$ cat config.mk
export PLATFORM = sky130hd
export DESIGN_NAME = two_motor_window_sequencer_core
export DESIGN_NICKNAME = d
export VERILOG_FILES = /design/src/rtl/core/twmws_pkg.sv /design/src/rtl/core/twmws_step.sv /design/src/rtl/core/two_motor_window_sequencer_core.sv
export VERILOG_INCLUDE_DIRS = /design/src /design/src/rtl/core
export SDC_FILE = /design/constraint.sdc
export NUM_CORES = 1
export LEC_CHECK = 0
export BUFFER_PORTS_ARGS = -buffer_cell sky130_fd_sc_hd__buf_4
export CORE_AREA = 2 2 132 134
export DETAILED_ROUTE_END_ITERATION = 8
export DIE_AREA = 0 0 134 136
export PLACE_DENSITY = 0.84
export SLEW_MARGIN = 15
export SYNTH_ARGS = -nofsm -noshare
export SYNTH_HDL_FRONTEND = slang
export SYNTH_SLANG_ARGS = --single-unit
$ cat constraint.sdc
create_clock -name clk -period 9.4 [get_ports clk]
set_clock_uncertainty 0.2 [all_clocks]
set_input_delay 0 -clock clk [delete_from_list [all_inputs] [get_ports clk]]
set_output_delay 0 -clock clk [all_outputs]
set_load 0.03 [all_outputs]
$ cat src/rtl/core/two_motor_window_sequencer_core_assert.svh
// Assertion macros shared by the window sequencer RTL.
`ifndef TWO_MOTOR_WINDOW_SEQUENCER_CORE_ASSERT_SVH
`define TWO_MOTOR_WINDOW_SEQUENCER_CORE_ASSERT_SVH

// Check that a condition holds at every clock edge out of reset.
`define TWMWS_ASSERT_ALWAYS(label, clk, rst_n, expr, msg) \
    label: assert property (@(posedge clk) disable iff (!rst_n) (expr)) \
        else $error(msg);

// Check that a trigger is followed in the next cycle by a consequence.
`define TWMWS_ASSERT_NEXT(label, clk, rst_n, trig, cons, msg) \
    label: assert property (@(posedge clk) disable iff (!rst_n) (trig) |=> (cons)) \
        else $error(msg);

// Check that a trigger implies a consequence in the same cycle.
`define TWMWS_ASSERT_IMPL(label, clk, rst_n, trig, cons, msg) \
    label: assert property (@(posedge clk) disable iff (!rst_n) (trig) |-> (cons)) \
        else $error(msg);

`endif

$ cat src/rtl/core/twmws_pkg.sv
// Types, codes and reset values shared by the window sequencer modules.
`timescale 1ns / 1ps
`default_nettype none

package twmws_pkg;

    // Field widths
    localparam int CUR_W    = 12;
    localparam int TICK_W   = 32;
    localparam int MS_W     = 16;
    localparam int PHASE_W  = 3;
    localparam int CFG_IDX_W = 2;
    localparam int CFG_W    = 16;
    localparam int IN_W     = 64;
    localparam int OUT_W    = 8;

    // Sequencer phase codes
    localparam logic [PHASE_W-1:0] PH_IDLE      = 3'd0;
    localparam logic [PHASE_W-1:0] PH_LOWER_ONE = 3'd1;
    localparam logic [PHASE_W-1:0] PH_LOWER_TWO = 3'd2;
    localparam logic [PHASE_W-1:0] PH_RAISE_TWO = 3'd3;
    localparam logic [PHASE_W-1:0] PH_RAISE_ONE = 3'd4;

    // Configuration register indexes
    localparam logic [CFG_IDX_W-1:0] CFG_RUN_TIMEOUT = 2'd0;
    localparam logic [CFG_IDX_W-1:0] CFG_INRUSH_BLANK = 2'd1;
    localparam logic [CFG_IDX_W-1:0] CFG_STALL_LIMIT = 2'd2;

    // Configuration reset values
    localparam logic [MS_W-1:0]  RUN_TIMEOUT_RST  = 16'd6000;
    localparam logic [MS_W-1:0]  INRUSH_BLANK_RST = 16'd300;
    localparam logic [CUR_W-1:0] STALL_LIMIT_RST  = 12'd2048;

    typedef struct packed {
        logic [MS_W-1:0]  run_timeout_ms;
        logic [MS_W-1:0]  inrush_blank_ms;
        logic [CUR_W-1:0] stall_current_limit;
    } twmws_cfg_t;

    typedef struct packed {
        logic              btn_raise_auto;
        logic              btn_raise;
        logic              btn_lower_auto;
        logic              btn_lower;
        logic [CUR_W-1:0]  current_one;
        logic [CUR_W-1:0]  current_two;
        logic [TICK_W-1:0] tick_now;
    } twmws_item_t;

    typedef struct packed {
        logic [PHASE_W-1:0] seq_phase;
        logic               auto_latched;
        logic [TICK_W-1:0]  phase_start_tick;
    } twmws_state_t;

    typedef struct packed {
        logic [PHASE_W-1:0] phase;
        logic               auto_active;
        logic               stop_hit;
    } twmws_result_t;

endpackage

`default_nettype wire

$ cat src/rtl/core/twmws_step.sv
// One sequencer step: next state and result from the current state and one tick.
`timescale 1ns / 1ps
`default_nettype none

module twmws_step
    import twmws_pkg::*;
(
    input  wire twmws_cfg_t   cfg,
    input  wire twmws_state_t state,
    input  wire twmws_item_t  item,
    output twmws_state_t      state_next,
    output twmws_result_t     result
);

    logic                is_raise;
    logic                is_lower;
    logic                lower_auto_cmd;
    logic                released;
    logic [PHASE_W-1:0]  eff_phase;
    logic [TICK_W-1:0]   elapsed;
    logic                over_time;
    logic                in_blank;
    logic                stalled;
    logic                must_stop;
    logic                stop;

    // Priority-encode the buttons into a direction
    assign is_raise       = item.btn_raise_auto | item.btn_raise;
    assign is_lower       = ~is_raise & (item.btn_lower_auto | item.btn_lower);
    assign lower_auto_cmd = ~is_raise & item.btn_lower_auto;
    assign released       = ~state.auto_latched & ~is_raise & ~is_lower;

    // Stop test on the wrapping elapsed time
    assign elapsed   = item.tick_now - state.phase_start_tick;
    assign over_time = elapsed > {{(TICK_W-MS_W){1'b0}}, cfg.run_timeout_ms};
    assign in_blank  = elapsed < {{(TICK_W-MS_W){1'b0}}, cfg.inrush_blank_ms};
    assign stalled   = (item.current_one > cfg.stall_current_limit)
                     | (item.current_two > cfg.stall_current_limit);
    assign must_stop = over_time | (~in_blank & stalled);

    // Cancel an auto sequence on an opposite press
    always_comb
    begin
        eff_phase = state.seq_phase;
        if (state.auto_latched)
        begin
            if (((state.seq_phase == PH_LOWER_ONE) || (state.seq_phase == PH_LOWER_TWO))
                && is_raise)
            begin
                eff_phase = PH_IDLE;
            end
            if (((state.seq_phase == PH_RAISE_TWO) || (state.seq_phase == PH_RAISE_ONE))
                && is_lower)
            begin
                eff_phase = PH_IDLE;
            end
        end
    end

    // Advance the sequencer
    always_comb
    begin
        state_next           = state;
        state_next.seq_phase = eff_phase;
        stop                 = 1'b0;
        unique case (eff_phase) inside
            PH_IDLE:
            begin
                state_next.auto_latched = 1'b0;
                if (is_lower)
                begin
                    state_next.auto_latched     = lower_auto_cmd;
                    state_next.phase_start_tick = item.tick_now;
                    state_next.seq_phase        = PH_LOWER_ONE;
                end
                else if (is_raise)
                begin
                    state_next.auto_latched     = item.btn_raise_auto;
                    state_next.phase_start_tick = item.tick_now;
                    state_next.seq_phase        = PH_RAISE_TWO;
                end
            end
            PH_LOWER_ONE, PH_RAISE_TWO:
            begin
                if (released)
                begin
                    state_next.seq_phase = PH_IDLE;
                end
                else if (must_stop)
                begin
                    stop                        = 1'b1;
                    state_next.phase_start_tick = item.tick_now;
                    state_next.seq_phase = (eff_phase == PH_LOWER_ONE) ? PH_LOWER_TWO
                                                                       : PH_RAISE_ONE;
                end
            end
            PH_LOWER_TWO, PH_RAISE_ONE:
            begin
                if (released)
                begin
                    state_next.seq_phase = PH_IDLE;
                end
                else if (must_stop)
                begin
                    stop                 = 1'b1;
                    state_next.seq_phase = PH_IDLE;
                end
            end
            default:
            begin
                state_next.seq_phase = PH_IDLE;
            end
        endcase
    end

    assign result.phase       = state_next.seq_phase;
    assign result.auto_active = state_next.auto_latched;
    assign result.stop_hit    = stop;

endmodule

`default_nettype wire

$ cat src/rtl/core/two_motor_window_sequencer_core.sv
// Top level of the two-motor window sequencer: handshake, registers and checks.
`timescale 1ns / 1ps
`default_nettype none

// Usage:
//   Each slave transaction is one control tick: four button bits, two 12-bit
//   motor current samples and a 32-bit millisecond timestamp. Each tick yields
//   exactly one master transaction with the phase after the tick, the auto
//   flag and a stop flag.
//   The tick is captured in an input register at the accepting edge and is
//   stepped through the sequencer into the output register once that register
//   is free, which raises m_tvalid. One tick is taken every cycle while m_tready is high.
//   When the receiver holds m_tready low, the output register keeps its
//   transaction and one more tick may wait in the input register; after that
//   s_tready drops until the output drains.
//   Reset clears both valid flags, the sequencer state (idle, manual, start
//   tick zero) and loads the default timeout, blanking time and stall limit.
//   The cfg port writes one register per edge with cfg_we high; write only
//   while no tick is in flight. Indexes beyond the last register are ignored.
module two_motor_window_sequencer_core
    import twmws_pkg::*;
(
    input  wire logic                 clk,
    input  wire logic                 rst_n,
    // slave tick channel
    input  wire logic                 s_tvalid,
    output      logic                 s_tready,
    // [0] btn_raise_auto, [1] btn_raise, [2] btn_lower_auto, [3] btn_lower,
    // [15:4] current_one, [27:16] current_two, [59:28] tick_now, [63:60] zero
    input  wire logic [IN_W-1:0]      s_tdata,
    // master result channel
    output      logic                 m_tvalid,
    input  wire logic                 m_tready,
    // [2:0] phase, [3] auto_active, [4] stop_hit, [7:5] zero
    output      logic [OUT_W-1:0]     m_tdata,
    // configuration write port
    input  wire logic                 cfg_we,
    input  wire logic [CFG_IDX_W-1:0] cfg_index,
    input  wire logic [CFG_W-1:0]     cfg_wdata
);

    twmws_cfg_t    cfg_reg;
    twmws_state_t  state_reg;
    twmws_state_t  state_next;
    twmws_item_t   in_item_reg;
    logic          in_valid_reg;
    twmws_result_t out_reg;
    twmws_result_t step_result;
    logic          out_valid_reg;
    logic          out_free;
    logic          step_adv;
    logic          in_take;
    logic          phase_legal;
    logic          stop_seen;
    logic          stop_target_ok;
    logic          idle_auto;
    logic          start_taken;
    logic          start_tick_ok;

    // Handshake between the two register stages
    assign out_free = ~out_valid_reg | m_tready;
    assign step_adv = in_valid_reg & out_free;
    assign s_tready = ~in_valid_reg | out_free;
    assign in_take  = s_tvalid & s_tready;

    // Write configuration registers
    always_ff @(posedge clk or negedge rst_n)
    begin
        if (!rst_n)
        begin
            cfg_reg.run_timeout_ms      <= RUN_TIMEOUT_RST;
            cfg_reg.inrush_blank_ms     <= INRUSH_BLANK_RST;
            cfg_reg.stall_current_limit <= STALL_LIMIT_RST;
        end
        else if (cfg_we)
        begin
            unique case (cfg_index)
                CFG_RUN_TIMEOUT:  cfg_reg.run_timeout_ms      <= cfg_wdata;
                CFG_INRUSH_BLANK: cfg_reg.inrush_blank_ms     <= cfg_wdata;
                CFG_STALL_LIMIT:  cfg_reg.stall_current_limit <= cfg_wdata[CUR_W-1:0];
                default:          ;
            endcase
        end
    end

    // Capture the incoming tick
    always_ff @(posedge clk or negedge rst_n)
    begin
        if (!rst_n)
        begin
            in_valid_reg <= 1'b0;
        end
        else if (s_tready)
        begin
            in_valid_reg <= s_tvalid;
        end
    end

    always_ff @(posedge clk)
    begin
        if (in_take)
        begin
            in_item_reg.btn_raise_auto <= s_tdata[0];
            in_item_reg.btn_raise      <= s_tdata[1];
            in_item_reg.btn_lower_auto <= s_tdata[2];
            in_item_reg.btn_lower      <= s_tdata[3];
            in_item_reg.current_one    <= s_tdata[15:4];
            in_item_reg.current_two    <= s_tdata[27:16];
            in_item_reg.tick_now       <= s_tdata[59:28];
        end
    end

    twmws_step u_step (
        .cfg        (cfg_reg),
        .state      (state_reg),
        .item       (in_item_reg),
        .state_next (state_next),
        .result     (step_result)
    );

    // Advance the sequencer state as each tick moves to the output
    always_ff @(posedge clk or negedge rst_n)
    begin
        if (!rst_n)
        begin
            state_reg.seq_phase        <= PH_IDLE;
            state_reg.auto_latched     <= 1'b0;
            state_reg.phase_start_tick <= '0;
        end
        else if (step_adv)
        begin
            state_reg <= state_next;
        end
    end

    // Hold the result until the receiver takes it
    always_ff @(posedge clk or negedge rst_n)
    begin
        if (!rst_n)
        begin
            out_valid_reg <= 1'b0;
        end
        else if (out_free)
        begin
            out_valid_reg <= in_valid_reg;
        end
    end

    always_ff @(posedge clk)
    begin
        if (step_adv)
        begin
            out_reg <= step_result;
        end
    end

    assign m_tvalid = out_valid_reg;
    assign m_tdata  = {3'b000, out_reg.stop_hit, out_reg.auto_active, out_reg.phase};

    // Checks on the sequencer logic
    assign phase_legal    = (state_reg.seq_phase == PH_IDLE)
                          || (state_reg.seq_phase == PH_LOWER_ONE)
                          || (state_reg.seq_phase == PH_LOWER_TWO)
                          || (state_reg.seq_phase == PH_RAISE_TWO)
                          || (state_reg.seq_phase == PH_RAISE_ONE);
    assign stop_seen      = out_valid_reg && out_reg.stop_hit;
    assign stop_target_ok = (out_reg.phase == PH_LOWER_TWO) || (out_reg.phase == PH_RAISE_ONE)
                          || (out_reg.phase == PH_IDLE);
    // Auto stays latched in idle only when a stop ended the second phase
    assign idle_auto      = out_valid_reg && out_reg.auto_active && (out_reg.phase == PH_IDLE);
    assign start_taken    = step_adv && (state_reg.seq_phase == PH_IDLE)
                          && (state_next.seq_phase != PH_IDLE);
    assign start_tick_ok  = state_next.phase_start_tick == in_item_reg.tick_now;

`include "two_motor_window_sequencer_core_assert.svh"

    `TWMWS_ASSERT_ALWAYS(a_phase_legal, clk, rst_n, phase_legal, "illegal sequencer phase")
    `TWMWS_ASSERT_IMPL(a_stop_target, clk, rst_n, stop_seen, stop_target_ok, "bad stop phase")
    `TWMWS_ASSERT_IMPL(a_idle_auto, clk, rst_n, idle_auto, out_reg.stop_hit, "stray auto flag")
    `TWMWS_ASSERT_IMPL(a_start_tick, clk, rst_n, start_taken, start_tick_ok, "start tick lost")
    `TWMWS_ASSERT_NEXT(a_state_hold, clk, rst_n, !step_adv, $stable(state_reg), "state changed")

endmodule

`default_nettype wire

==> reports/summary.json, run 1 <==
{
  "timing.hold.worst_endpoint": {"value": "in_item_reg[5]"},
  "max_cap_violations": {"value": 0},
  "critical_path.startpoint_type": {"value": "flip-flop"},
  "final.setup.tns": {"value": 0, "unit": "ns"},
  "pre_cts_ws": {"value": 3.521, "unit": "ns"},
  "syn-instance-count": {"value": 838},
  "worst-setup-path-type": {"value": "reg2reg"},
  "utilization": {"value": 0.6822},
  "number_of_rows_in_the_core_area": {"value": 48},
  "critical_path_buf_inv_count": {"value": 1},
  "starting_drt_drc_count": {"value": 598},
  "fmax": {"value": 0.1652, "unit": "GHz"},
  "port_buffers": {"value": 89},
  "regToRegSetupSlack": {"value": 3.35, "unit": "ns"},
  "clock_latency": {"value": 0.43, "unit": "ns"},
  "avgViaCountPerCell": {"value": 5.753},
  "final-max-slew-violation-count": {"value": 0},
  "power_density": {"value": 301.1, "unit": "nW/um^2"},
  "vdd_ir_drop_max": {"value": 0.2305, "unit": "mV"},
  "layout_worst_path_cycle_share": {"value": 0.6440},
  "tritoncts_sink_count": {"value": 147},
  "count_of_flip_flops_with_a_built_in_enable_after_synthesis": {"value": 65},
  "drt_first_pass_iters": {"value": 4},
  "status": {"value": "complete, no violations"},
  "cp.required": {"value": 9.51, "unit": "ns"},
  "timing.critical_path.from": {"value": "state_reg[0]"},
  "post_cts.repair.setup_buffers": {"value": 0},
  "cp_cell_sequence": {"value": "ha_1 -> fa_1 -> and2b_1 -> o2111ai_2 -> a211oi_1 -> nor3_1 -> xnor2_1 -> ha_1 -> a21oi_1 -> nand2_1 -> a21oi_1 -> nor4b_1 -> o32ai_1 -> or4_4 -> nor4_4 -> a31oi_1 -> o21ai_4 -> buf_4 -> mux2_2"},
  "synthArstFlopShare": {"value": 0.5578},
  "synth_sequential_area_ratio": {"value": 0.4456},
  "cts_root_buf": {"value": "clkbuf_16"},
  "post_route_wl": {"value": 22.62, "unit": "mm"},
  "min_path_cells": {"value": 2},
  "max-slew-margin-rel": {"value": 0.2970},
  "syn-mean-instance-area": {"value": 10.76, "unit": "sq um"},
  "syn-cell-area": {"value": 9019, "unit": "sq um"},
  "number_of_antenna_violations_at_the_first_check_in_global_routing": {"value": 0},
  "layout-drive-gt1-share": {"value": 0.2044},
  "die-height": {"value": 136, "unit": "microns"},
  "synth-seq-cells": {"value": 147},
  "regArea": {"value": 4019, "unit": "sq um"},
  "die-width": {"value": 134, "unit": "microns"},
  "finalCriticalPeriod": {"value": 6.053, "unit": "ns"},
  "synth.lib_cells_used.distinct": {"value": 69},
  "transition_at_the_pin_with_the_smallest_max_transition_slack": {"value": 1.051, "unit": "ns"},
  "top_level_ports": {"value": 97},
  "cts-root-to-sink-buffers": {"value": 2},
  "mostFrequentLayoutCell": {"value": "dlygate4sd3_1"},
  "remaining_drc_errors": {"value": 0},
  "clk_pin_slew_worst_paths": {"value": 0.06, "unit": "ns"},
  "design.core.area": {"value": 16880, "unit": "sq um"},
  "grt_pass1_vias": {"value": 7433},
  "timing.critical_path.slowest_stage_cell": {"value": "or4_4"},
  "timing.final.ws_setup": {"value": 3.347, "unit": "ns"},
  "largest_register_ff_count": {"value": 60},
  "route.vias.total": {"value": 7324},
  "wl_per_cell": {"value": 17.77, "unit": "microns"},
  "ys.flop_type": {"value": "dfrtp_1"},
  "dp.final_hpwl": {"value": 14.66, "unit": "mm"},
  "initial_utilization": {"value": 0.5344},
  "reg2regPathDepth": {"value": 19},
  "area_growth_syn_to_layout": {"value": 27.66, "unit": "%"},
  "cts-buffers-inserted": {"value": 17},
  "layout.nets": {"value": 1208},
  "placer_s_final_routability_congestion_estimate": {"value": 0.9532},
  "endpoint_of_the_lowest_slack_register_to_register_path": {"value": "state_reg[2]"},
  "timing_hold_violations_final": {"value": 0},
  "stdcell_count": {"value": 1273},
  "cp.arrival": {"value": 6.17, "unit": "ns"},
  "final_hold_slack": {"value": 0.07799, "unit": "ns"},
  "place.detailed.instances": {"value": 1129},
  "cts.htree.levels": {"value": 4},
  "grt_setup_unrepaired": {"value": "no"},
  "hold_path.class": {"value": "in2reg"},
  "final.fill_count": {"value": 1175},
  "grt_total_usage": {"value": 0.2563},
  "grt-ovfl-total": {"value": 0},
  "worst_setup_path_end_kind": {"value": "flip-flop"},
  "drt.antenna.violating_nets": {"value": 0},
  "critical_path_peak_fanout": {"value": 32},
  "number_of_warnings_reported_in_the_yosys_synthesis_log": {"value": 0},
  "worstReg2RegStart": {"value": "state_reg[0]"},
  "critPathMaxStageDelay": {"value": 0.57, "unit": "ns"},
  "final-setup-viol-count": {"value": 0},
  "floorplan.die_area": {"value": 18220, "unit": "sq um"},
  "power.leakage": {"value": 5.111, "unit": "nW"},
  "hp-start": {"value": "s_tdata[33]"},
  "grt_max_degree": {"value": 62},
  "multiInputGateArea": {"value": 4491, "unit": "sq um"},
  "tritoncts": {"value": "yes"},
  "timing.critical_path.max_delay_family": {"value": "simple AND/OR/NAND/NOR gates"},
  "grt_pass1_wl": {"value": 36.73, "unit": "mm"},
  "layout_common_cells": {"value": "111 x dlygate4sd3_1, 93 x buf_4, 91 x inv_1, 86 x ha_1, 70 x dfrtp_1"}
}
cells in the mapped netlist (all sizes together) (6+ instances only):
cell | instances | area, sq um
nand3 | 15 | 75.07
ha | 86 | 1076
inv | 91 | 341.6
o2111ai | 6 | 58.80
o21a | 9 | 67.56
xnor2 | 14 | 122.6
buf | 17 | 136.4
a21o | 19 | 143.9
nor2b | 9 | 56.30
nor3 | 8 | 40.04
a211oi | 7 | 57.55
edfxtp | 65 | 1952
nor2 | 35 | 131.4
dfrtp | 70 | 1752
xor2 | 6 | 52.55
nand4 | 25 | 156.4
nand2 | 56 | 210.2
a31oi | 13 | 81.33
mux2 | 63 | 818.3
nand2b | 11 | 68.82
dfstp | 12 | 315.3
clkbuf | 12 | 45.04
a21oi | 61 | 324.1
o211ai | 12 | 90.09
o21ai | 38 | 201.5
cell type report:
| type | count | area share |
|---|---|---|
| multi-input combinational | 573 | 0.3900 |
| sequential | 147 | 0.3491 |
| timing repair buffer | 204 | 0.1571 |
| clock buffer | 20 | 0.03880 |
| inverter | 91 | 0.02967 |
| tap | 225 | 0.02445 |
| clock inverter | 12 | 0.01065 |
| antenna | 1 | 0.0002173 |
cell families after synthesis:
| kind of cell | share of synthesized area |
|---|---|
| fa+ha+maj | 0.1215 |
| xor+xnor | 0.01942 |
| simple gates | 0.1089 |
| mux | 0.09406 |
| compound gates | 0.1521 |
| flops | 0.4456 |
| other cells | 0.0004158 |
| buf+inv | 0.05799 |
worst max path at each step:
| stage | endpoint | slack, ns | depth (start not counted) |
|---|---|---|---|
| 6_report | state_reg[2] | 3.35 | 19 |
| 3_3_place_gp | state_reg[0] | 3.57 | 19 |
| 3_5_place_dp | state_reg[0] | 3.52 | 19 |
| 5_1_grt | state_reg[2] | 3.09 | 19 |
| 2_1_floorplan | state_reg[10] | 4.50 | 19 |
| 4_1_cts | state_reg[2] | 3.45 | 19 |
power by group:
group | switching [mW] | internal (mW) | total [mW]
sequential | 0.0947 | 0.830 | 0.925
combinational | 1.06 | 0.822 | 1.88
clock | 0.288 | 0.377 | 0.665
stage by stage:
stage                     cell area (sq um)  power [mW]
after floorplan                        9026       2.295
after global placement                 9831       2.617
after detailed placement               9831       2.674
after CTS                             11510       3.397
after global routing                  11510       3.695
final                                 11510       3.467
worst register-to-register path, stage by stage, from the launching register on:
cell,delay (ns)
dfrtp_1,0.38
ha_1,0.23
fa_1,0.40
and2b_1,0.25
o2111ai_2,0.18
a211oi_1,0.40
nor3_1,0.15
xnor2_1,0.31
ha_1,0.34
a21oi_1,0.17
nand2_1,0.07
a21oi_1,0.12
nor4b_1,0.30
o32ai_1,0.16
or4_4,0.57
nor4_4,0.38
a31oi_1,0.22
o21ai_4,0.16
buf_4,0.52
mux2_2,0.42
what timing repair did:
item                       CTS  global route
setup endpoints to repair    0             0
resized for setup            0             0
hold endpoints to repair   178             0
hold buffers               111             0
routing by layer:
metal / vias up / wire length, microns / GRT usage
met3: 59 / 1241 / 0.05369
met5: - / 0 / 0
li1: 3455 / - / -
met1: 3527 / 9608 / 0.3179
met4: 0 / 585 / 0.1028
met2: 283 / 11180 / 0.4385
No activity file was read; power rests on OpenSTA's default activity.
==> run 2: changes to the inputs <==
ABC_AREA = 1   (was unset)
CORE_AREA = 2 2 136 138   (was 2 2 132 134)
DIE_AREA = 0 0 138 140   (was 0 0 134 136)
clock period = 6.2 ns   (was 9.4 ns; I/O delays follow)
==> run 2 against run 1 <==
Compared with the run above: fmax increased by 43%; register-to-register slack got worse by 1.4 ns; synthesized area increased by 7.2%; global-route usage decreased by 0.37 points; setup slack got worse by 1.4 ns; largest cell class unchanged; highest routed layer unchanged.
==> reports/summary.json, run 2 <==
{
  "status": {"value": "complete, no violations", "change": "unchanged"},
  "cp_cell_sequence": {"value": "ha_1 -> nand2_1 -> inv_2 -> a21oi_1 -> nand2_2 -> nand2_1 -> nand2_1 -> xor2_1 -> ha_1 -> a21oi_1 -> o21ai_0 -> a21oi_1 -> a21oi_1 -> nor2_1 -> nand3_1 -> nor2_4 -> nand3_4 -> nand2_2 -> nand2_2 -> nand2_8 -> nand2_1 -> o21ai_1", "change": "was ha_1 -> fa_1 -> and2b_1 -> o2111ai_2 -> a211oi_1 -> nor3_1 -> xnor2_1 -> ha_1 -> a21oi_1 -> nand2_1 -> a21oi_1 -> nor4b_1 -> o32ai_1 -> or4_4 -> nor4_4 -> a31oi_1 -> o21ai_4 -> buf_4 -> mux2_2"},
  "syn-instance-count": {"value": 1239, "change": "was 838"},
  "yosys.area_share.xor_xnor": {"value": 0.01359, "change": "was 0.01942"},
  "grt_total_usage": {"value": 0.2525, "change": "was 0.2563"},
  "grt_pass1_vias": {"value": 8339, "change": "was 7,433"},
  "critPathMaxStageDelay": {"value": 0.42, "unit": "ns", "change": "was 0.57 ns"},
  "synth.lib_cells_used.distinct": {"value": 37, "change": "was 69"},
  "largest_register_ff_count": {"value": 60, "change": "unchanged"},
  "grt_max_degree": {"value": 65, "change": "was 62"},
  "ys.flop_type": {"value": "dfrtp_1", "change": "unchanged"},
  "worstReg2RegStart": {"value": "in_item_reg[5]", "change": "was state_reg[0]"},
  "cts_resized": {"value": 0, "change": "unchanged"},
  "critical_path_peak_fanout": {"value": 64, "change": "was 32"},
  "number_of_antenna_violations_at_the_first_check_in_global_routing": {"value": 0, "change": "unchanged"},
  "ys_top_cells_by_area": {"value": "edfxtp_1 20%, dfrtp_1 18%, nand2_1 15%", "change": "was edfxtp_1 22%, dfrtp_1 19%, ha_1 12%"},
  "timing.critical_path.max_delay_family": {"value": "simple AND/OR/NAND/NOR gates", "change": "unchanged"},
  "clk_pin_slew_worst_paths": {"value": 0.06, "unit": "ns", "change": "about the same"},
  "min_path_cells": {"value": 2, "change": "unchanged"},
  "cts-buffers-inserted": {"value": 17, "change": "unchanged"},
  "number_of_rows_in_the_core_area": {"value": 49, "change": "was 48"},
  "grt_pass1_wl": {"value": 39.27, "unit": "mm", "change": "was 36.73 mm"},
  "critical_path.startpoint_type": {"value": "flip-flop", "change": "unchanged"},
  "vdd_ir_drop_max": {"value": 0.3173, "unit": "mV", "change": "was 0.2305 mV"},
  "number_of_warnings_reported_in_the_yosys_synthesis_log": {"value": 0, "change": "unchanged"},
  "remaining_drc_errors": {"value": 0, "change": "unchanged"},
  "final-max-slew-violation-count": {"value": 0, "change": "unchanged"},
  "area_fraction_in_compound_gates_after_synthesis": {"value": 0.09225, "change": "was 0.1521"},
  "synth-seq-cells": {"value": 147, "change": "unchanged"},
  "area_growth_syn_to_layout": {"value": 23.35, "unit": "%", "change": "was 27.66%"},
  "syn-mean-instance-area": {"value": 7.805, "unit": "sq um", "change": "was 10.76 sq um"},
  "drt_first_pass_iters": {"value": 7, "change": "was 4"},
  "post_route_wl": {"value": 23.41, "unit": "mm", "change": "was 22.62 mm"},
  "grt_setup_unrepaired": {"value": "no", "change": "unchanged"},
  "dp.final_hpwl": {"value": 15.90, "unit": "mm", "change": "was 14.66 mm"},
  "floorplan.die_area": {"value": 19320, "unit": "sq um", "change": "was 18,220 sq um"},
  "timing.hold.worst_endpoint": {"value": "in_item_reg[19]", "change": "was in_item_reg[5]"},
  "tritoncts": {"value": "yes", "change": "unchanged"},
  "port_buffers": {"value": 89, "change": "unchanged"},
  "cts.htree.levels": {"value": 4, "change": "unchanged"},
  "hold_path.class": {"value": "in2reg", "change": "unchanged"},
  "synthArstFlopShare": {"value": 0.5578, "change": "unchanged"},
  "pre_cts_ws": {"value": 2.062, "unit": "ns", "change": "was 3.521 ns"},
  "max-slew-margin-rel": {"value": 0.2341, "change": "was 0.2970"},
  "endpoint_of_the_lowest_slack_register_to_register_path": {"value": "state_reg[2]", "change": "unchanged"},
  "reg2regPathDepth": {"value": 22, "change": "was 19"},
  "worst_setup_path_end_kind": {"value": "flip-flop", "change": "unchanged"},
  "layout_common_cells": {"value": "392 x nand2_1, 231 x inv_1, 92 x buf_4, 86 x ha_1, 82 x dlygate4sd3_1", "change": "was 111 x dlygate4sd3_1, 93 x buf_4, 91 x inv_1, 86 x ha_1, 70 x dfrtp_1"},
  "synthMuxAreaShare": {"value": 0, "change": "was 0.09406"},
  "clock_latency": {"value": 0.44, "unit": "ns", "change": "was 0.43 ns"},
  "layout-drive-gt1-share": {"value": 0.1704, "change": "was 0.2044"},
  "hp-start": {"value": "s_tdata[47]", "change": "was s_tdata[33]"},
  "cts_root_buf": {"value": "clkbuf_16", "change": "unchanged"},
  "grt-ovfl-total": {"value": 0, "change": "unchanged"},
  "die-width": {"value": 138, "unit": "microns", "change": "was 134 microns"},
  "final.fill_count": {"value": 1435, "change": "was 1,175"},
  "count_of_flip_flops_with_a_built_in_enable_after_synthesis": {"value": 65, "change": "unchanged"},
  "cts-root-to-sink-buffers": {"value": 2, "change": "unchanged"},
  "timing.critical_path.from": {"value": "in_item_reg[5]", "change": "was state_reg[0]"},
  "synth_sequential_area_ratio": {"value": 0.4156, "change": "was 0.4456"},
  "avgViaCountPerCell": {"value": 5.042, "change": "was 5.753"},
  "finalCriticalPeriod": {"value": 4.242, "unit": "ns", "change": "was 6.053 ns"},
  "synth_area_leader_cell": {"value": "edfxtp_1", "change": "unchanged"},
  "initial_utilization": {"value": 0.5439, "change": "was 0.5344"},
  "critical_path_buf_inv_count": {"value": 1, "change": "unchanged"},
  "starting_drt_drc_count": {"value": 418, "change": "was 598"},
  "top_level_ports": {"value": 97, "change": "unchanged"},
  "layout_worst_path_cycle_share": {"value": 0.6841, "change": "was 0.6440"},
  "synth_top_cells_by_count": {"value": "392 x nand2_1, 232 x inv_1, 86 x ha_1, 70 x dfrtp_1, 65 x edfxtp_1", "change": "was 91 x inv_1, 86 x ha_1, 70 x dfrtp_1, 65 x edfxtp_1"},
  "synth.most_common_cell": {"value": "nand2_1", "change": "was inv_1"},
  "wl_per_cell": {"value": 14.15, "unit": "microns", "change": "was 17.77 microns"},
  "placer_s_final_routability_congestion_estimate": {"value": 0.9181, "change": "was 0.9532"},
  "timing.critical_path.slowest_stage_cell": {"value": "nand2_8", "change": "was or4_4"},
  "cp.required": {"value": 6.35, "unit": "ns", "change": "was 9.51 ns"},
  "final-setup-viol-count": {"value": 0, "change": "unchanged"},
  "max_cap_violations": {"value": 0, "change": "unchanged"},
  "tritoncts_sink_count": {"value": 147, "change": "unchanged"},
  "route.vias.total": {"value": 8345, "change": "was 7,324"},
  "power.leakage": {"value": 6.227, "unit": "nW", "change": "was 5.111 nW"},
  "mostFrequentLayoutCell": {"value": "nand2_1", "change": "was dlygate4sd3_1"},
  "worst-setup-path-type": {"value": "reg2reg", "change": "unchanged"},
  "synth_adder_area_share": {"value": 0.1133, "change": "was 0.1215"},
  "fmax": {"value": 0.2358, "unit": "GHz", "change": "was 0.1652 GHz"},
  "syn-cell-area": {"value": 9671, "unit": "sq um", "change": "was 9019 sq um"},
  "layout.nets": {"value": 1587, "change": "was 1,208"},
  "transition_at_the_pin_with_the_smallest_max_transition_slack": {"value": 1.146, "unit": "ns", "change": "was 1.051 ns"},
  "drt.antenna.violating_nets": {"value": 0, "change": "unchanged"},
  "yosys.area.top_type_share": {"value": 0.2018, "change": "was 0.2164"},
  "combinational_family_with_the_most_area_after_synthesis": {"value": "simple AND/OR/NAND/NOR gates", "change": "was compound AO/OA/AOI/OAI gates"},
  "final.setup.tns": {"value": 0, "unit": "ns", "change": "unchanged"},
  "power_density": {"value": 432.0, "unit": "nW/um^2", "change": "was 301.1 nW/um^2"},
  "antenna_cells": {"value": 0, "change": "was 1"},
  "timing_hold_violations_final": {"value": 0, "change": "unchanged"},
  "cp.arrival": {"value": 4.39, "unit": "ns", "change": "was 6.17 ns"},
  "die-height": {"value": 140, "unit": "microns", "change": "was 136 microns"},
  "timing.final.ws_setup": {"value": 1.958, "unit": "ns", "change": "was 3.347 ns"},
  "regToRegSetupSlack": {"value": 1.96, "unit": "ns", "change": "was 3.35 ns"},
  "simple_gate_fraction_of_synth_area": {"value": 0.2496, "change": "was 0.1089"},
  "design.core.area": {"value": 17780, "unit": "sq um", "change": "was 16,880 sq um"}
}
==> run 2: changes by cell type after synthesis, moves of 13 or more <==
| cell | delta |
|---|---|
| o21ai_2 | +28 |
| xnor2_1 | -13 |
| nand2_1 | +336 |
| a31oi_1 | -13 |
| mux2_2 | -34 |
| nand3_1 | +17 |
| a21o_1 | -18 |
| mux2_4 | -29 |
| inv_2 | +17 |
| o21ai_0 | +28 |
| nor2_1 | +20 |
| nand2_2 | +38 |
| inv_1 | +141 |
==> run 2: kinds of logic after synthesis <==
| kind of cell | after synthesis |
|---|---|
| and+or+nand+nor | 563 |
| other | 1 |
| adders and majority gates | 87 |
| AOI/OAI and AO/OA | 152 |
| xor gates and xnor gates | 15 |
| buffers and inverters | 274 |
| DFF | 147 |
==> run 2: how the worst max path moves through the flow <==
stage,to,slack (ns),cells after the start
6_report,state_reg[2],1.96,22
5_1_grt,state_reg[3],1.58,25
4_1_cts,state_reg[21],2.02,25
3_5_place_dp,state_reg[2],2.06,23
3_3_place_gp,state_reg[0],2.16,23
2_1_floorplan,state_reg[2],2.85,24
==> run 2: where the power goes <==
part | switching, mW | leakage [nW] | total [mW] | internal, mW
clock | 0.436 | 0.309 | 1.08 | 0.646
sequential | 0.132 | 1.63 | 1.38 | 1.25
combinational | 1.70 | 4.29 | 2.69 | 0.993
==> run 2: per-stage QoR <==
| step | instance area (sq um) | power (mW) | hold WS [ns] | utilization | cells |
|---|---|---|---|---|---|
| 2_1_floorplan | 9678 | 3.418 | -0.4956 | - | 1241 |
| 3_3_place_gp | 10490 | 3.893 | -0.2942 | 0.5900 | 1541 |
| 3_5_place_dp | 10490 | 3.990 | -0.2878 | 0.5900 | 1541 |
| 4_1_cts | 11930 | 5.135 | 0.07238 | 0.6709 | 1655 |
| 5_1_grt | 11930 | 5.632 | 0.07987 | 0.6709 | 1655 |
| 6_report | 11930 | 5.154 | 0.07505 | 0.6709 | 1655 |
==> run 2: timing repair <==
action | in CTS | in global routing
hold buffers | 82 | 0
setup buffers | 0 | 0
endpoints found under the hold margin | 179 | 0
==> run 2: area by class of cell <==
cell class / instances / area [sq um] / area share
Multi-Input combinational cell: 820 / 4544 / 0.3810
Sequential cell: 147 / 4019 / 0.3369
Timing Repair Buffer: 174 / 1511 / 0.1267
Inverter: 253 / 949.7 / 0.07961
Clock buffer: 20 / 478.0 / 0.04007
Tap cell: 229 / 286.5 / 0.02402
Clock inverter: 12 / 140.1 / 0.01175
==> run 2: worst reg2reg max path, stage by stage, from the launching register on <==
cell and delay (ns):
edfxtp_1 0.41, ha_1 0.36, nand2_1 0.16, inv_2 0.04, a21oi_1 0.26, nand2_2 0.11, nand2_1 0.08, nand2_1 0.08
xor2_1 0.26, ha_1 0.30, a21oi_1 0.15, o21ai_0 0.13, a21oi_1 0.15, a21oi_1 0.10, nor2_1 0.11, nand3_1 0.13
nor2_4 0.18, nand3_4 0.11, nand2_2 0.08, nand2_2 0.08, nand2_8 0.42, nand2_1 0.17, o21ai_1 0.10
==> run 2: routing by layer <==
metal	vias up	global-route usage	share of wire
met2	227	0.4534	0.50
li1	4213	-	-
met1	3865	0.3077	0.43
met3	40	0.04274	0.043
met4	0	0.08915	0.024
met5	-	0	0
==> run 3: changes to the inputs <==
ABC_AREA = 0   (was 1)
CORE_AREA = 2 2 132 134   (was 2 2 136 138)
DIE_AREA = 0 0 134 136   (was 0 0 138 140)
clock period = 3.95 ns   (was 6.2 ns; I/O delays follow)
==> run 3 against run 2 <==
Compared with the run above: the run now ends with hold timing, setup timing left; cell count decreased by 17%; die area decreased by 5.7%; cell area increased by 6.0%; sequential share of layout area decreased by 1.9 points; first-iteration DRC count increased by 80%; clock-buffer cell count decreased by 2; highest routed layer unchanged.
==> reports/summary.json, run 3 (same netlist as run 1, synthesis figures left out) <==
{
  "status": {"value": "finished, violations left", "change": "was complete, no violations"},
  "failed_checks": {"value": "hold timing, setup timing"},
  "layout-drive-gt1-share": {"value": 0.2984, "change": "was 0.1704"},
  "max_cap_violations": {"value": 0, "change": "unchanged"},
  "number_of_antenna_violations_at_the_first_check_in_global_routing": {"value": 0, "change": "unchanged"},
  "top_level_ports": {"value": 97, "change": "unchanged"},
  "final.fill_count": {"value": 999, "change": "was 1,435"},
  "vdd_ir_drop_max": {"value": 0.5600, "unit": "mV", "change": "was 0.3173 mV"},
  "worst_setup_path_end_kind": {"value": "flip-flop", "change": "unchanged"},
  "cts-root-to-sink-buffers": {"value": 2, "change": "unchanged"},
  "power.leakage": {"value": 5.737, "unit": "nW", "change": "was 6.227 nW"},
  "cp.arrival": {"value": 5.23, "unit": "ns", "change": "was 4.39 ns"},
  "report.power.total": {"value": 9.951, "unit": "mW", "change": "was 5.154 mW"},
  "cts_root_buf": {"value": "clkbuf_16", "change": "unchanged"},
  "layout_common_cells": {"value": "194 x buf_4, 110 x dlygate4sd3_1, 90 x inv_1, 84 x ha_1, 70 x dfrtp_1", "change": "was 392 x nand2_1, 231 x inv_1, 92 x buf_4, 86 x ha_1, 82 x dlygate4sd3_1"},
  "stdcell_count": {"value": 1378, "change": "was 1,655"},
  "final-max-slew-violation-count": {"value": 0, "change": "unchanged"},
  "floorplan.die_area": {"value": 18220, "unit": "sq um", "change": "was 19,320 sq um"},
  "final_hold_slack": {"value": -0.01323, "unit": "ns", "change": "was 0.07505 ns"},
  "critical_path_peak_fanout": {"value": 8, "change": "was 64"},
  "finalCriticalPeriod": {"value": 5.110, "unit": "ns", "change": "was 4.242 ns"},
  "power.switching": {"value": 3.935, "unit": "mW", "change": "was 2.268 mW"},
  "drt.antenna.violating_nets": {"value": 0, "change": "unchanged"},
  "number_of_rows_in_the_core_area": {"value": 48, "change": "was 49"},
  "pre_cts_ws": {"value": -1.115, "unit": "ns", "change": "was 2.062 ns"},
  "grt_max_degree": {"value": 83, "change": "was 65"},
  "placer_s_final_routability_congestion_estimate": {"value": 0.9545, "change": "was 0.9181"},
  "multiInputGateArea": {"value": 4653, "unit": "sq um", "change": "was 4544 sq um"},
  "tritoncts_sink_count": {"value": 147, "change": "unchanged"},
  "cp_cell_sequence": {"value": "ha_4 -> fa_2 -> and2b_2 -> o2111ai_4 -> a211oi_2 -> nor3_2 -> xnor2_2 -> ha_1 -> nand4_1 -> a211oi_2 -> nor4b_4 -> o32ai_2 -> or4_4 -> nor4_4 -> a31oi_4 -> o21ai_4 -> buf_12 -> clkbuf_16 -> mux2_4", "change": "was ha_1 -> nand2_1 -> inv_2 -> a21oi_1 -> nand2_2 -> nand2_1 -> nand2_1 -> xor2_1 -> ha_1 -> a21oi_1 -> o21ai_0 -> a21oi_1 -> a21oi_1 -> nor2_1 -> nand3_1 -> nor2_4 -> nand3_4 -> nand2_2 -> nand2_2 -> nand2_8 -> nand2_1 -> o21ai_1"},
  "final-setup-viol-count": {"value": 39, "change": "was 0"},
  "antenna_cells": {"value": 0, "change": "unchanged"},
  "starting_drt_drc_count": {"value": 751, "change": "was 418"},
  "area_growth_syn_to_layout": {"value": 40.15, "unit": "%", "change": "was 23.35%"},
  "cp.required": {"value": 4.07, "unit": "ns", "change": "was 6.35 ns"},
  "drt_first_pass_iters": {"value": 7, "change": "unchanged"},
  "mostFrequentLayoutCell": {"value": "buf_4", "change": "was nand2_1"},
  "grt_pass1_vias": {"value": 8287, "change": "was 8,339"},
  "grt_total_usage": {"value": 0.2907, "change": "was 0.2525"},
  "clock_latency": {"value": 0.44, "unit": "ns", "change": "about the same"},
  "largest_register_ff_count": {"value": 60, "change": "unchanged"},
  "power_density": {"value": 787.3, "unit": "nW/um^2", "change": "was 432.0 nW/um^2"},
  "critPathMaxStageDelay": {"value": 0.54, "unit": "ns", "change": "was 0.42 ns"},
  "tritoncts": {"value": "yes", "change": "unchanged"},
  "max-slew-margin-rel": {"value": 0.2520, "change": "was 0.2341"},
  "critical_path.startpoint_type": {"value": "flip-flop", "change": "unchanged"},
  "port_buffers": {"value": 89, "change": "unchanged"},
  "critPathMostFrequentCell": {"value": "a211oi_2"},
  "timing_hold_violations_final": {"value": 7, "change": "was 0"},
  "internal_power": {"value": 6.016, "unit": "mW", "change": "was 2.886 mW"},
  "dp.final_hpwl": {"value": 15.11, "unit": "mm", "change": "was 15.90 mm"},
  "stdcell_area": {"value": 12640, "unit": "sq um", "change": "was 11,930 sq um"},
  "power_frac_comb": {"value": 0.594, "change": "was 0.522"},
  "hold_path.class": {"value": "in2async", "change": "was in2reg"},
  "grt_pass1_wl": {"value": 41.35, "unit": "mm", "change": "was 39.27 mm"},
  "post_route_wl": {"value": 25.85, "unit": "mm", "change": "was 23.41 mm"},
  "place_area": {"value": 10650, "unit": "sq um", "change": "was 10,490 sq um"},
  "transition_at_the_pin_with_the_smallest_max_transition_slack": {"value": 1.122, "unit": "ns", "change": "was 1.146 ns"},
  "portion_of_total_power_attributed_to_the_clock_network": {"value": 0.183, "change": "was 0.210"},
  "layout.nets": {"value": 1314, "change": "was 1,587"},
  "route.vias.total": {"value": 7976, "change": "was 8,345"},
  "wl_per_cell": {"value": 18.76, "unit": "microns", "change": "was 14.15 microns"},
  "initial_utilization": {"value": 0.5344, "change": "was 0.5439"},
  "layout_worst_path_cycle_share": {"value": 1.294, "change": "was 0.6841"},
  "worst-setup-path-type": {"value": "reg2reg", "change": "unchanged"},
  "grt_setup_unrepaired": {"value": "yes", "change": "was no"},
  "regArea": {"value": 4019, "unit": "sq um", "change": "unchanged"},
  "timing.final.ws_setup": {"value": -1.160, "unit": "ns", "change": "was 1.958 ns"},
  "avgViaCountPerCell": {"value": 5.788, "change": "was 5.042"},
  "remaining_drc_errors": {"value": 0, "change": "unchanged"},
  "die-height": {"value": 136, "unit": "microns", "change": "was 140 microns"},
  "place.detailed.instances": {"value": 1228, "change": "was 1,541"},
  "clk_pin_slew_worst_paths": {"value": 0.07, "unit": "ns", "change": "was 0.06 ns"},
  "fmax": {"value": 0.1957, "unit": "GHz", "change": "was 0.2358 GHz"},
  "switching_share": {"value": 0.3954, "change": "was 0.4400"},
  "timing.critical_path.slowest_stage_cell": {"value": "or4_4", "change": "was nand2_8"},
  "cts-buffers-inserted": {"value": 17, "change": "unchanged"},
  "grt-ovfl-total": {"value": 0, "change": "unchanged"},
  "seq_power_share": {"value": 0.222, "change": "was 0.268"},
  "cts.htree.levels": {"value": 4, "change": "unchanged"},
  "final.setup.tns": {"value": -42.25, "unit": "ns", "change": "was 0 ns"},
  "utilization": {"value": 0.7490, "change": "was 0.6709"},
  "design.core.area": {"value": 16880, "unit": "sq um", "change": "was 17,780 sq um"},
  "die-width": {"value": 134, "unit": "microns", "change": "was 138 microns"}
}
==> run 3: cell types whose count changed in the layout (fill, tap and decap cells not counted), moves of 18 or more <==
| cell | delta |
|---|---|
| buf_4 | +102 |
| nand2_1 | -336 |
| mux2_4 | +31 |
| o21ai_2 | -28 |
| nand2_2 | -38 |
| inv_1 | -141 |
| o21ai_0 | -28 |
| nor2_1 | -20 |
| dlygate4sd3_1 | +28 |
| mux2_2 | +32 |
| a21o_1 | +18 |
==> run 3: critical path: cells and delay by family, from the launching register on <==
kind / cells / cell delay (ns)
flip-flops: 1 / 0.42
AND/OR/NAND/NOR: 6 / 1.71
multiplexers: 1 / 0.30
buffers and inverters: 2 / 0.35
adder cells (fa/ha/maj): 3 / 0.89
XOR/XNOR: 1 / 0.16
AO/OA/AOI/OAI: 6 / 0.97
==> run 3: repair_timing <==
item,4_1_cts,5_1_grt
buffers inserted,3,2
gates cloned,2,1
resized for setup,10,11
hold buffers,110,0
pin swaps,2,3
endpoints found under the hold margin,178,0
endpoints found under the setup margin,39,39
==> run 3: layout make-up <==
type,instances,area share
timing repair buffer,310,0.2127
sequential,147,0.3180
inverter,91,0.02702
clock buffer,18,0.03395
tap,225,0.02227
multi-input combinational,573,0.3681
clock inverter,14,0.01792
==> run 3: worst paths after layout <==
check                              from               to  slack, ns  depth (start not counted)
min reg2reg                  cfg_reg[8]       cfg_reg[8]       0.31                          1
max in group asynchronous         rst_n     state_reg[0]       3.03                          2
max                        state_reg[0]    state_reg[31]      -1.16                         19
min in group clk            s_tdata[17]  in_item_reg[33]       0.07                          2
min                               rst_n    state_reg[25]      -0.01                          2
max reg2reg                state_reg[0]    state_reg[31]      -1.16                         19
==> run 3: power groups by stage <==
stage,Combinational (mW),Clock (mW),Sequential [mW]
4_1_cts,5.44,1.83,2.19
3_5_place_dp,5.06,0,2.21
2_1_floorplan,3.35,0,2.17
5_1_grt,6.39,1.90,2.25
6_report,5.92,1.82,2.21
3_3_place_gp,4.88,0,2.20
==> run 3: layer usage <==
layer  up-vias  share of wire  track usage
li1       3662              -            -
met1      3823           0.39       0.3496
met2       398           0.50       0.5054
met3        93          0.070      0.06376
met4         0          0.041       0.1229
met5         -              0            0
